===== src/design/i8080_dec_pkg.sv =====
// package: types and mnemonic codes of the 8080 instruction decoder
package i8080_dec_pkg;

  localparam logic [6:0] MN_MOV   = 7'd0;
  localparam logic [6:0] MN_MVI   = 7'd1;
  localparam logic [6:0] MN_LXI   = 7'd2;
  localparam logic [6:0] MN_LDA   = 7'd3;
  localparam logic [6:0] MN_STA   = 7'd4;
  localparam logic [6:0] MN_LHLD  = 7'd5;
  localparam logic [6:0] MN_SHLD  = 7'd6;
  localparam logic [6:0] MN_LDAX  = 7'd7;
  localparam logic [6:0] MN_STAX  = 7'd8;
  localparam logic [6:0] MN_XCHG  = 7'd9;
  localparam logic [6:0] MN_ADD   = 7'd10;
  localparam logic [6:0] MN_ADI   = 7'd18;
  localparam logic [6:0] MN_INR   = 7'd26;
  localparam logic [6:0] MN_DCR   = 7'd27;
  localparam logic [6:0] MN_INX   = 7'd28;
  localparam logic [6:0] MN_DCX   = 7'd29;
  localparam logic [6:0] MN_DAD   = 7'd30;
  localparam logic [6:0] MN_RLC   = 7'd31;
  localparam logic [6:0] MN_JMP   = 7'd39;
  localparam logic [6:0] MN_JNZ   = 7'd40;
  localparam logic [6:0] MN_CALL  = 7'd48;
  localparam logic [6:0] MN_CNZ   = 7'd49;
  localparam logic [6:0] MN_RET   = 7'd57;
  localparam logic [6:0] MN_RNZ   = 7'd58;
  localparam logic [6:0] MN_RST   = 7'd66;
  localparam logic [6:0] MN_PCHL  = 7'd67;
  localparam logic [6:0] MN_PUSH  = 7'd68;
  localparam logic [6:0] MN_POP   = 7'd69;
  localparam logic [6:0] MN_XTHL  = 7'd70;
  localparam logic [6:0] MN_SPHL  = 7'd71;
  localparam logic [6:0] MN_IN    = 7'd72;
  localparam logic [6:0] MN_OUT   = 7'd73;
  localparam logic [6:0] MN_EI    = 7'd74;
  localparam logic [6:0] MN_DI    = 7'd75;
  localparam logic [6:0] MN_HLT   = 7'd76;
  localparam logic [6:0] MN_NOP   = 7'd77;
  localparam logic [6:0] MN_UNDEF = 7'd79;

  localparam logic [3:0] REG_NONE = 4'd8;

  localparam logic [1:0] LEN_ONE   = 2'd1;
  localparam logic [1:0] LEN_TWO   = 2'd2;
  localparam logic [1:0] LEN_THREE = 2'd3;

  typedef struct packed {
    logic [6:0] mnemonic;
    logic [3:0] first_reg;
    logic [3:0] second_reg;
    logic [2:0] rst_num;
    logic [1:0] length;
  } dec_t;

  typedef struct packed {
    logic [15:0] instr_address;
    logic [7:0]  opcode;
    logic [6:0]  mnemonic;
    logic [3:0]  first_reg;
    logic [3:0]  second_reg;
    logic [15:0] operand;
    logic [1:0]  length;
    logic        truncated;
  } rec_t;

endpackage


===== src/design/i8080_dec_if.sv =====
// interfaces: code byte channel and decoded record channel
interface i8080_dec_byte_if;
  logic       valid;
  logic       ready;
  logic [7:0] code_byte;
  logic       end_of_stream;

  modport source (output valid, output code_byte, output end_of_stream, input ready);
  modport sink (input valid, input code_byte, input end_of_stream, output ready);
endinterface

interface i8080_dec_rec_if;
  logic        valid;
  logic        ready;
  logic [15:0] instr_address;
  logic [7:0]  opcode;
  logic [6:0]  mnemonic;
  logic [3:0]  first_reg;
  logic [3:0]  second_reg;
  logic [15:0] operand;
  logic [1:0]  length;
  logic        truncated;

  modport source (
    output valid, output instr_address, output opcode, output mnemonic,
    output first_reg, output second_reg, output operand, output length,
    output truncated, input ready
  );
  modport sink (
    input valid, input instr_address, input opcode, input mnemonic,
    input first_reg, input second_reg, input operand, input length,
    input truncated, output ready
  );
endinterface


===== src/design/i8080_dec_table.sv =====
// opcode table: mnemonic, register fields and length of one opcode byte
module i8080_dec_table (
  input  logic [7:0]          op,
  output i8080_dec_pkg::dec_t dec
);

  logic [1:0] q;
  logic [2:0] y;
  logic [2:0] z;
  logic [1:0] p;
  logic       odd;

  assign q   = op[7:6];
  assign y   = op[5:3];
  assign z   = op[2:0];
  assign p   = op[5:4];
  assign odd = op[3];

  always_comb begin
    dec.mnemonic   = i8080_dec_pkg::MN_UNDEF;
    dec.first_reg  = i8080_dec_pkg::REG_NONE;
    dec.second_reg = i8080_dec_pkg::REG_NONE;
    dec.rst_num    = 3'd0;
    dec.length     = i8080_dec_pkg::LEN_ONE;
    case (q)
      2'd1: begin
        if (y == 3'd6 && z == 3'd6) begin
          dec.mnemonic = i8080_dec_pkg::MN_HLT;
        end else begin
          dec.mnemonic   = i8080_dec_pkg::MN_MOV;
          dec.first_reg  = {1'b0, y};
          dec.second_reg = {1'b0, z};
        end
      end
      2'd2: begin
        dec.mnemonic   = i8080_dec_pkg::MN_ADD + 7'(y);
        dec.second_reg = {1'b0, z};
      end
      2'd0: begin
        case (z)
          3'd0: begin
            if (y == 3'd0) dec.mnemonic = i8080_dec_pkg::MN_NOP;
          end
          3'd1: begin
            dec.first_reg = {2'b00, p};
            if (odd) begin
              dec.mnemonic = i8080_dec_pkg::MN_DAD;
            end else begin
              dec.mnemonic = i8080_dec_pkg::MN_LXI;
              dec.length   = i8080_dec_pkg::LEN_THREE;
            end
          end
          3'd2: begin
            case (y)
              3'd4: begin
                dec.mnemonic = i8080_dec_pkg::MN_SHLD;
                dec.length   = i8080_dec_pkg::LEN_THREE;
              end
              3'd5: begin
                dec.mnemonic = i8080_dec_pkg::MN_LHLD;
                dec.length   = i8080_dec_pkg::LEN_THREE;
              end
              3'd6: begin
                dec.mnemonic = i8080_dec_pkg::MN_STA;
                dec.length   = i8080_dec_pkg::LEN_THREE;
              end
              3'd7: begin
                dec.mnemonic = i8080_dec_pkg::MN_LDA;
                dec.length   = i8080_dec_pkg::LEN_THREE;
              end
              default: begin
                dec.mnemonic  = odd ? i8080_dec_pkg::MN_LDAX : i8080_dec_pkg::MN_STAX;
                dec.first_reg = {2'b00, p};
              end
            endcase
          end
          3'd3: begin
            dec.mnemonic  = odd ? i8080_dec_pkg::MN_DCX : i8080_dec_pkg::MN_INX;
            dec.first_reg = {2'b00, p};
          end
          3'd4: begin
            dec.mnemonic  = i8080_dec_pkg::MN_INR;
            dec.first_reg = {1'b0, y};
          end
          3'd5: begin
            dec.mnemonic  = i8080_dec_pkg::MN_DCR;
            dec.first_reg = {1'b0, y};
          end
          3'd6: begin
            dec.mnemonic  = i8080_dec_pkg::MN_MVI;
            dec.first_reg = {1'b0, y};
            dec.length    = i8080_dec_pkg::LEN_TWO;
          end
          default: begin
            dec.mnemonic = i8080_dec_pkg::MN_RLC + 7'(y);
          end
        endcase
      end
      default: begin
        case (z)
          3'd0: dec.mnemonic = i8080_dec_pkg::MN_RNZ + 7'(y);
          3'd1: begin
            if (!odd) begin
              dec.mnemonic  = i8080_dec_pkg::MN_POP;
              dec.first_reg = {2'b00, p};
            end else begin
              case (p)
                2'd0: dec.mnemonic = i8080_dec_pkg::MN_RET;
                2'd2: dec.mnemonic = i8080_dec_pkg::MN_PCHL;
                2'd3: dec.mnemonic = i8080_dec_pkg::MN_SPHL;
                default: dec.mnemonic = i8080_dec_pkg::MN_UNDEF;
              endcase
            end
          end
          3'd2: begin
            dec.mnemonic = i8080_dec_pkg::MN_JNZ + 7'(y);
            dec.length   = i8080_dec_pkg::LEN_THREE;
          end
          3'd3: begin
            case (y)
              3'd0: begin
                dec.mnemonic = i8080_dec_pkg::MN_JMP;
                dec.length   = i8080_dec_pkg::LEN_THREE;
              end
              3'd2: begin
                dec.mnemonic = i8080_dec_pkg::MN_OUT;
                dec.length   = i8080_dec_pkg::LEN_TWO;
              end
              3'd3: begin
                dec.mnemonic = i8080_dec_pkg::MN_IN;
                dec.length   = i8080_dec_pkg::LEN_TWO;
              end
              3'd4: dec.mnemonic = i8080_dec_pkg::MN_XTHL;
              3'd5: dec.mnemonic = i8080_dec_pkg::MN_XCHG;
              3'd6: dec.mnemonic = i8080_dec_pkg::MN_DI;
              3'd7: dec.mnemonic = i8080_dec_pkg::MN_EI;
              default: dec.mnemonic = i8080_dec_pkg::MN_UNDEF;
            endcase
          end
          3'd4: begin
            dec.mnemonic = i8080_dec_pkg::MN_CNZ + 7'(y);
            dec.length   = i8080_dec_pkg::LEN_THREE;
          end
          3'd5: begin
            if (!odd) begin
              dec.mnemonic  = i8080_dec_pkg::MN_PUSH;
              dec.first_reg = {2'b00, p};
            end else if (p == 2'd0) begin
              dec.mnemonic = i8080_dec_pkg::MN_CALL;
              dec.length   = i8080_dec_pkg::LEN_THREE;
            end
          end
          3'd6: begin
            dec.mnemonic = i8080_dec_pkg::MN_ADI + 7'(y);
            dec.length   = i8080_dec_pkg::LEN_TWO;
          end
          default: begin
            dec.mnemonic = i8080_dec_pkg::MN_RST;
            dec.rst_num  = y;
          end
        endcase
      end
    endcase
  end

endmodule


===== src/design/i8080_dec_track.sv =====
// stream tracker: byte addresses, operand collection and record assembly
module i8080_dec_track (
  input  logic                clk,
  input  logic                rst,
  input  logic                cfg_wr_en,
  input  logic [15:0]         cfg_wr_data,
  input  logic                take,
  input  logic [7:0]          code_byte,
  input  logic                end_of_stream,
  output logic                emit,
  output i8080_dec_pkg::rec_t rec
);

  logic [15:0]         start_address;
  logic [15:0]         byte_address;
  logic                fresh;
  logic [1:0]          bytes_remaining;
  logic [1:0]          bytes_remaining_next;
  logic [7:0]          pending_opcode;
  i8080_dec_pkg::dec_t pending_dec;
  logic [15:0]         start_of_instr;
  logic [7:0]          low_operand;
  logic [15:0]         addr;
  i8080_dec_pkg::dec_t dec;

  i8080_dec_table u_table (
    .op  (code_byte),
    .dec (dec)
  );

  assign addr = fresh ? start_address : byte_address;

  always_comb begin
    emit                 = 1'b0;
    bytes_remaining_next = bytes_remaining;
    rec.instr_address    = start_of_instr;
    rec.opcode           = pending_opcode;
    rec.mnemonic         = pending_dec.mnemonic;
    rec.first_reg        = pending_dec.first_reg;
    rec.second_reg       = pending_dec.second_reg;
    rec.length           = pending_dec.length;
    rec.operand          = {8'd0, code_byte};
    rec.truncated        = 1'b0;
    case (bytes_remaining)
      2'd0: begin
        rec.instr_address = addr;
        rec.opcode        = code_byte;
        rec.mnemonic      = dec.mnemonic;
        rec.first_reg     = dec.first_reg;
        rec.second_reg    = dec.second_reg;
        rec.length        = dec.length;
        if (dec.length == i8080_dec_pkg::LEN_ONE) begin
          emit        = 1'b1;
          rec.operand = {13'd0, dec.rst_num};
        end else begin
          bytes_remaining_next = dec.length - 2'd1;
          emit                 = end_of_stream;
          rec.operand          = 16'd0;
          rec.truncated        = 1'b1;
        end
      end
      2'd2: begin
        bytes_remaining_next = 2'd1;
        emit                 = end_of_stream;
        rec.truncated        = 1'b1;
      end
      default: begin
        bytes_remaining_next = 2'd0;
        emit                 = 1'b1;
        if (pending_dec.length == i8080_dec_pkg::LEN_THREE) begin
          rec.operand = {code_byte, low_operand};
        end
      end
    endcase
    if (end_of_stream) bytes_remaining_next = 2'd0;
  end

  always_ff @(posedge clk) begin
    if (rst) begin
      start_address   <= 16'd0;
      byte_address    <= 16'd0;
      fresh           <= 1'b1;
      bytes_remaining <= 2'd0;
    end else begin
      if (cfg_wr_en) start_address <= cfg_wr_data;
      if (take) begin
        byte_address    <= addr + 16'd1;
        fresh           <= end_of_stream;
        bytes_remaining <= bytes_remaining_next;
      end
    end
  end

  // operand collection, no reset needed
  always_ff @(posedge clk) begin
    if (take) begin
      if (bytes_remaining == 2'd0) begin
        pending_opcode <= code_byte;
        pending_dec    <= dec;
        start_of_instr <= addr;
      end
      if (bytes_remaining == 2'd2) low_operand <= code_byte;
    end
  end

endmodule


===== src/design/i8080_instruction_decoder.sv =====
// top level of the 8080 instruction decoder: tracker plus result register
//
//   channel   dir   beat                                   handshake
//   code      in    code_byte, end_of_stream               valid/ready
//   record    out   decoded instruction record             valid/ready
//   cfg       in    start_address                          cfg_wr_en, no ready
//
// one code beat per cycle, back to back while code.ready is high; a record shows in the cycle after its last byte
// code.ready is low only while a record sits in the result register and record.ready is low
// every beat with end_of_stream produces a record; the next beat starts at start_address
// rst is synchronous and clears the tracker and the result register valid
module i8080_instruction_decoder (
  input  logic                    clk,
  input  logic                    rst,
  input  logic                    cfg_wr_en,
  input  logic [15:0]             cfg_wr_data,
  i8080_dec_byte_if.sink          code,
  i8080_dec_rec_if.source         record
);

  logic                take;
  logic                emit;
  i8080_dec_pkg::rec_t rec;
  i8080_dec_pkg::rec_t rec_q;
  logic                rec_valid;

  assign code.ready = !rec_valid || record.ready;
  assign take       = code.valid && code.ready;

  i8080_dec_track u_track (
    .clk           (clk),
    .rst           (rst),
    .cfg_wr_en     (cfg_wr_en),
    .cfg_wr_data   (cfg_wr_data),
    .take          (take),
    .code_byte     (code.code_byte),
    .end_of_stream (code.end_of_stream),
    .emit          (emit),
    .rec           (rec)
  );

  always_ff @(posedge clk) begin
    if (rst) begin
      rec_valid <= 1'b0;
    end else if (take && emit) begin
      rec_valid <= 1'b1;
    end else if (record.ready) begin
      rec_valid <= 1'b0;
    end
  end

  always_ff @(posedge clk) begin
    if (take && emit) rec_q <= rec;
  end

  assign record.valid         = rec_valid;
  assign record.instr_address = rec_q.instr_address;
  assign record.opcode        = rec_q.opcode;
  assign record.mnemonic      = rec_q.mnemonic;
  assign record.first_reg     = rec_q.first_reg;
  assign record.second_reg    = rec_q.second_reg;
  assign record.operand       = rec_q.operand;
  assign record.length        = rec_q.length;
  assign record.truncated     = rec_q.truncated;

endmodule


===== src/flat_wrapper.sv =====
// flat-port wrapper written by rule: the top's interface ports become plain ports
module i8080_instruction_decoder_flat 
  (clk, rst, cfg_wr_en, cfg_wr_data, code_valid, code_code_byte, code_end_of_stream, code_ready, record_valid, record_instr_address, record_opcode, record_mnemonic, record_first_reg, record_second_reg, record_operand, record_length, record_truncated, record_ready);
  i8080_dec_byte_if code_i ();
  i8080_dec_rec_if record_i ();
  input  logic clk;
  input  logic rst;
  input  logic cfg_wr_en;
  input  logic [15:0] cfg_wr_data;
  input wire logic [$bits(code_i.valid)-1:0] code_valid;
  input wire logic [$bits(code_i.code_byte)-1:0] code_code_byte;
  input wire logic [$bits(code_i.end_of_stream)-1:0] code_end_of_stream;
  output wire logic [$bits(code_i.ready)-1:0] code_ready;
  output wire logic [$bits(record_i.valid)-1:0] record_valid;
  output wire logic [$bits(record_i.instr_address)-1:0] record_instr_address;
  output wire logic [$bits(record_i.opcode)-1:0] record_opcode;
  output wire logic [$bits(record_i.mnemonic)-1:0] record_mnemonic;
  output wire logic [$bits(record_i.first_reg)-1:0] record_first_reg;
  output wire logic [$bits(record_i.second_reg)-1:0] record_second_reg;
  output wire logic [$bits(record_i.operand)-1:0] record_operand;
  output wire logic [$bits(record_i.length)-1:0] record_length;
  output wire logic [$bits(record_i.truncated)-1:0] record_truncated;
  input wire logic [$bits(record_i.ready)-1:0] record_ready;
  assign code_i.valid = code_valid;
  assign code_i.code_byte = code_code_byte;
  assign code_i.end_of_stream = code_end_of_stream;
  assign code_ready = code_i.ready;
  assign record_valid = record_i.valid;
  assign record_instr_address = record_i.instr_address;
  assign record_opcode = record_i.opcode;
  assign record_mnemonic = record_i.mnemonic;
  assign record_first_reg = record_i.first_reg;
  assign record_second_reg = record_i.second_reg;
  assign record_operand = record_i.operand;
  assign record_length = record_i.length;
  assign record_truncated = record_i.truncated;
  assign record_i.ready = record_ready;
  i8080_instruction_decoder u_core (.clk(clk), .rst(rst), .cfg_wr_en(cfg_wr_en), .cfg_wr_data(cfg_wr_data), .code(code_i), .record(record_i));
endmodule

===== config.mk =====
export PLATFORM = sky130hd
export DESIGN_NAME = i8080_instruction_decoder_flat
export DESIGN_NICKNAME = d
export VERILOG_FILES = /design/src/design/i8080_dec_pkg.sv /design/src/design/i8080_dec_if.sv /design/src/design/i8080_dec_table.sv /design/src/design/i8080_dec_track.sv /design/src/design/i8080_instruction_decoder.sv /design/src/flat_wrapper.sv
export SDC_FILE = /design/constraint.sdc
export NUM_CORES = 1
export LEC_CHECK = 0
export BUFFER_PORTS_ARGS = -buffer_cell sky130_fd_sc_hd__buf_2
export CAP_MARGIN = 20
export CORE_MARGIN = 2
export CORE_UTILIZATION = 50
export DETAILED_ROUTE_END_ITERATION = 10
export GPL_TIMING_DRIVEN = 0
export HOLD_SLACK_MARGIN = 0.15
export PLACE_DENSITY = 0.68
export SLEW_MARGIN = 15
export SYNTH_ARGS = -nofsm -noshare
export SYNTH_HDL_FRONTEND = slang
export SYNTH_HIERARCHICAL = 1
export SYNTH_SLANG_ARGS = --single-unit
export TNS_END_PERCENT = 1

===== constraint.sdc =====
create_clock -name clk -period 11.4 [get_ports clk]
set_input_delay 2.28 -clock clk [delete_from_list [all_inputs] [get_ports clk]]
set_output_delay 2.28 -clock clk [all_outputs]
set_load 0.02 [all_outputs]

==> run_results.csv <==
group,metric,value,unit
status,outcome,"complete, no violations",
floorplanning,io_pins,90,
pwr,finalPower,1.41,mW
detailed_routing,num_vias,5820,
pwr,p_sw,386,uW
synth,synth.largest_area_cell,"edfxtp_1",
clock_tree,post_cts_resized,0,
detailed_routing,drc,0,
synth,synth_top_flop_cell,"edfxtp_1",
detailed_routing,drt_iter0_markers,542,
synth,synthCells,691,
synth,syn_area_per_cell,10.4,um^2
sta,min_period,5.45,ns
pwr,p_per_area,164,nW/um^2
sta,fin_tns_setup,0,ns
sta,worstMarginPinSlew,0.739,ns
sta,fin_crit_sh,47.8,%
setup_path,path_class,"in -> reg",
setup_path,path_buf_inv,5,
layout,top_register,"u_core/u_track/pending_dec",
sta,slew_headroom,50.8,%
synth,synth_fa_ha_area_share,3.29,%
layout,diodes,0,
placement,numPortBuffers,88,
detailed_routing,routed_wl,20.0,mm
layout,areaGrowthSynthToFinish,19.3,%
global_route,grt_usage,26.9,%
placement,hpwl,14.2,mm
clock_tree,cts-buffers-inserted,17,
synth,synth_top_family_by_area,"simple AND/OR/NAND/NOR gates",
floorplanning,fp.dieW,124,um
synth,yosysWarnings,6,
synth,synth.distinct_cells,76,
synth,yosys-top-cells-area,"edfxtp_1, dfxtp_1, nand2_1",
clock_tree,cts_sinks,143,
pwr,p_seq_share,44.1,%
clock_tree,post_cts_buffers,0,
synth,synth_edf_count,107,
clock_tree,clock_path_buffers,2,
clock_tree,cts.reportedPaths.clkPinSlew,0.06,ns
pwr,p_leak,3.62,nW
setup_path,critical_path.startpoint_type,"input pin",
floorplanning,die_h,124,um
floorplanning,coreArea,14000,um^2
setup_path,worst_setup_path_end_kind,"flop",
synth,synth_xor_area_share,0.486,%
global_route,grt_pass1_vias,5577,
synth,ys_ff_latch,143,
synth,synthMuxAreaShare,5.38,%
layout,final_util,61.5,%
setup_path,critPathMaxFanout,31,
floorplanning,dieArea,15400,um^2
setup_path,cpPeakStageDelay,0.38,ns
pwr,pwr-share-comb,13.7,%
setup_path,cp.arrival,5.56,ns
setup_path,cp_cell_sequence,"buf_2 > inv_1 > ha_1 > nor2_1 > a21oi_1 > a21oi_1 > o22ai_1 > inv_1 > ha_1 > a21oi_1 > nand2b_1 > nand2_2 > nor2b_4 > buf_16 > buf_12",
layout,layout.nets,850,
synth,syn-num-nets,740,
synth,synth-seq-area-share,54.5,%
detailed_routing,vias_per_cell,5.86,
synth,synth-compound-area-share,13.7,%
pwr,power.internal,1.03,mW
floorplanning,initial_core_util,51.6,%
detailed_routing,drt-pass1-iter-count,5,
placement,gp_congestion,0.940,
synth,synth-simple-area-share,17.6,%
sta,hold_viol,0,
run,drv_cap,0,
detailed_routing,post_drt_wl_per_cell,20.1,um
global_route,grt_pass1_wl,30.9,mm
synth,synthArstFlopShare,0,%
pwr,p_sw_share,27.3,%
pwr,clockPowerShare,42.2,%
sta,rsz0062_at_grt,"no",
pwr,max-vdd-ir-drop,0.129,mV
layout,final_cell_area,8610,um^2
placement,placed_area,7960,um^2
sta,finalSetupViolCount,0,
synth,synth_top_area_share,44.5,%
clock_tree,cts_max_level,4,
clock_tree,insertion_delay,0.42,ns
setup_path,cpMostUsedCell,"a21oi_1",
clock_tree,cts_hold_buf,0,
hold_path,hp-class,"reg -> reg",
synth,netlist_area,7220,um^2
sta,fmax,183,MHz
sta,fin_skew,0.00903,ns
global_route,grt_antenna_before_repair,0,
sta,slew_violations,0,
global_route,grt_max_degree,32,
setup_path,path_delay_family,"buffers and inverters",
layout,drive_above_1_share,21.3,%
sta,hold_ws,0.502,ns
setup_path,cp.required,11.51,ns
global_route,grt_remaining_overflow,0,
setup_path,critPathSlowestCell,"nor2b_4",
floorplanning,std_cell_rows,43,
detailed_routing,detail-route-antenna-nets,0,
clock_tree,cts_tree,"yes",
clock_tree,cts_root_buf,"clkbuf_16",
layout,largest_reg_flops,17,
## cells in the mapped netlist (6+ instances only)
library cell,instances
nand3_1,21
a21oi_1,33
buf_6,7
buf_2,9
nand2_1,139
buf_4,6
nor2_1,44
and2_1,9
dfxtp_1,36
a31oi_1,7
o21ai_0,40
nand2b_1,6
nor3_1,9
ha_1,19
o22ai_1,7
a211oi_1,8
clkbuf_1,21
edfxtp_1,107
mux2i_1,32
inv_1,26
## worst reg2reg max path: cells and delay by family (launching register included)
family                 cells  cell delay (ns)
buffers and inverters      4             1.14
DFF                        1             0.37
and+or+nand+nor            3             0.90
## worst paths after layout
path	startpoint	to	slack (ns)	cells after the start
setup / recovery	code_code_byte[4]	u_core/record.first_reg[2]	5.95	15
hold / removal	u_core/u_track/start_address[14]	u_core/u_track/start_address[14]	0.50	2
setup reg to reg	u_core/record.valid	u_core/u_track/pending_dec[13]	8.67	7
hold reg to reg	u_core/u_track/start_address[14]	u_core/u_track/start_address[14]	0.50	2
## placed cells by master, fill, tap and decap left out, types with 3 or more instances in the layout
| cell type | synthesis | layout |
|---|---|---|
| o221ai_1 | 5 | 5 |
| nor2b_1 | 4 | 4 |
| o21ai_0 | 40 | 40 |
| and2_1 | 9 | 9 |
| bufinv_16 | 0 | 3 |
| o22ai_1 | 7 | 7 |
| a21oi_1 | 33 | 33 |
| inv_8 | 0 | 5 |
| dfxtp_1 | 36 | 36 |
| a311o_1 | 4 | 4 |
| and4_1 | 4 | 4 |
| clkbuf_1 | 21 | 21 |
| inv_1 | 26 | 26 |
| buf_4 | 6 | 6 |
| buf_2 | 9 | 97 |
| ha_1 | 19 | 19 |
| a31oi_1 | 7 | 7 |
| o31ai_1 | 3 | 3 |
| mux2i_1 | 32 | 32 |
| mux2_2 | 4 | 4 |
| a22oi_1 | 4 | 4 |
| nor3_1 | 9 | 8 |
| nand3_1 | 21 | 21 |
| nand2b_1 | 6 | 6 |
| a221oi_1 | 4 | 4 |
| edfxtp_1 | 107 | 107 |
| buf_6 | 7 | 7 |
| inv_6 | 0 | 4 |
| clkbuf_16 | 0 | 17 |
| a32oi_1 | 4 | 4 |
| and3_1 | 5 | 5 |
| xnor2_1 | 4 | 4 |
| or3_1 | 3 | 3 |
| nand2_1 | 139 | 139 |
| a211oi_1 | 8 | 8 |
| nand4_1 | 4 | 4 |
| nor2_1 | 44 | 43 |
## layout make-up
cell class | count | area (um^2)
Buffer | 44 | 253
Clock buffer | 17 | 425
Clock inverter | 15 | 214
Fill cell | 1161 | 5380
Inverter | 29 | 109
Multi-Input combinational cell | 475 | 2930
Sequential cell | 143 | 3930
Tap cell | 180 | 225
Timing Repair Buffer | 91 | 515
## layer usage
metal / vias up / part of all wire (%) / track usage [%]
li1: 2730 / - / -
met1: 2800 / 43 / 36.1
met2: 253 / 49 / 44.1
met3: 37 / 6.1 / 4.99
met4: 0 / 2.2 / 8.71
met5: - / 0 / 0
## power by group through the flow
stage | logic [mW] | clock network [mW] | registers, mW
after floorplan | 0.0966 | 0 | 0.655
after global placement | 0.182 | 0 | 0.634
after detailed placement | 0.190 | 0 | 0.634
after CTS | 0.192 | 0.605 | 0.623
after global routing | 0.210 | 0.632 | 0.627
final | 0.193 | 0.597 | 0.623
## cell families after synthesis
kind of cell,Yosys count
buffers and inverters,73
adder cells (fa/ha/maj),19
multiplexers,37
flip-flops,143
XOR/XNOR,4
AO/OA/AOI/OAI,147
AND/OR/NAND/NOR,268
## stage by stage
stage               cells  setup slack (ns)
global route          994              5.80
floorplan             691              6.07
global placement      959              4.80
detailed placement    962              5.60
finish                994              5.95
CTS                   994              6.01
Note: power is estimated with default switching activity, not from simulation.
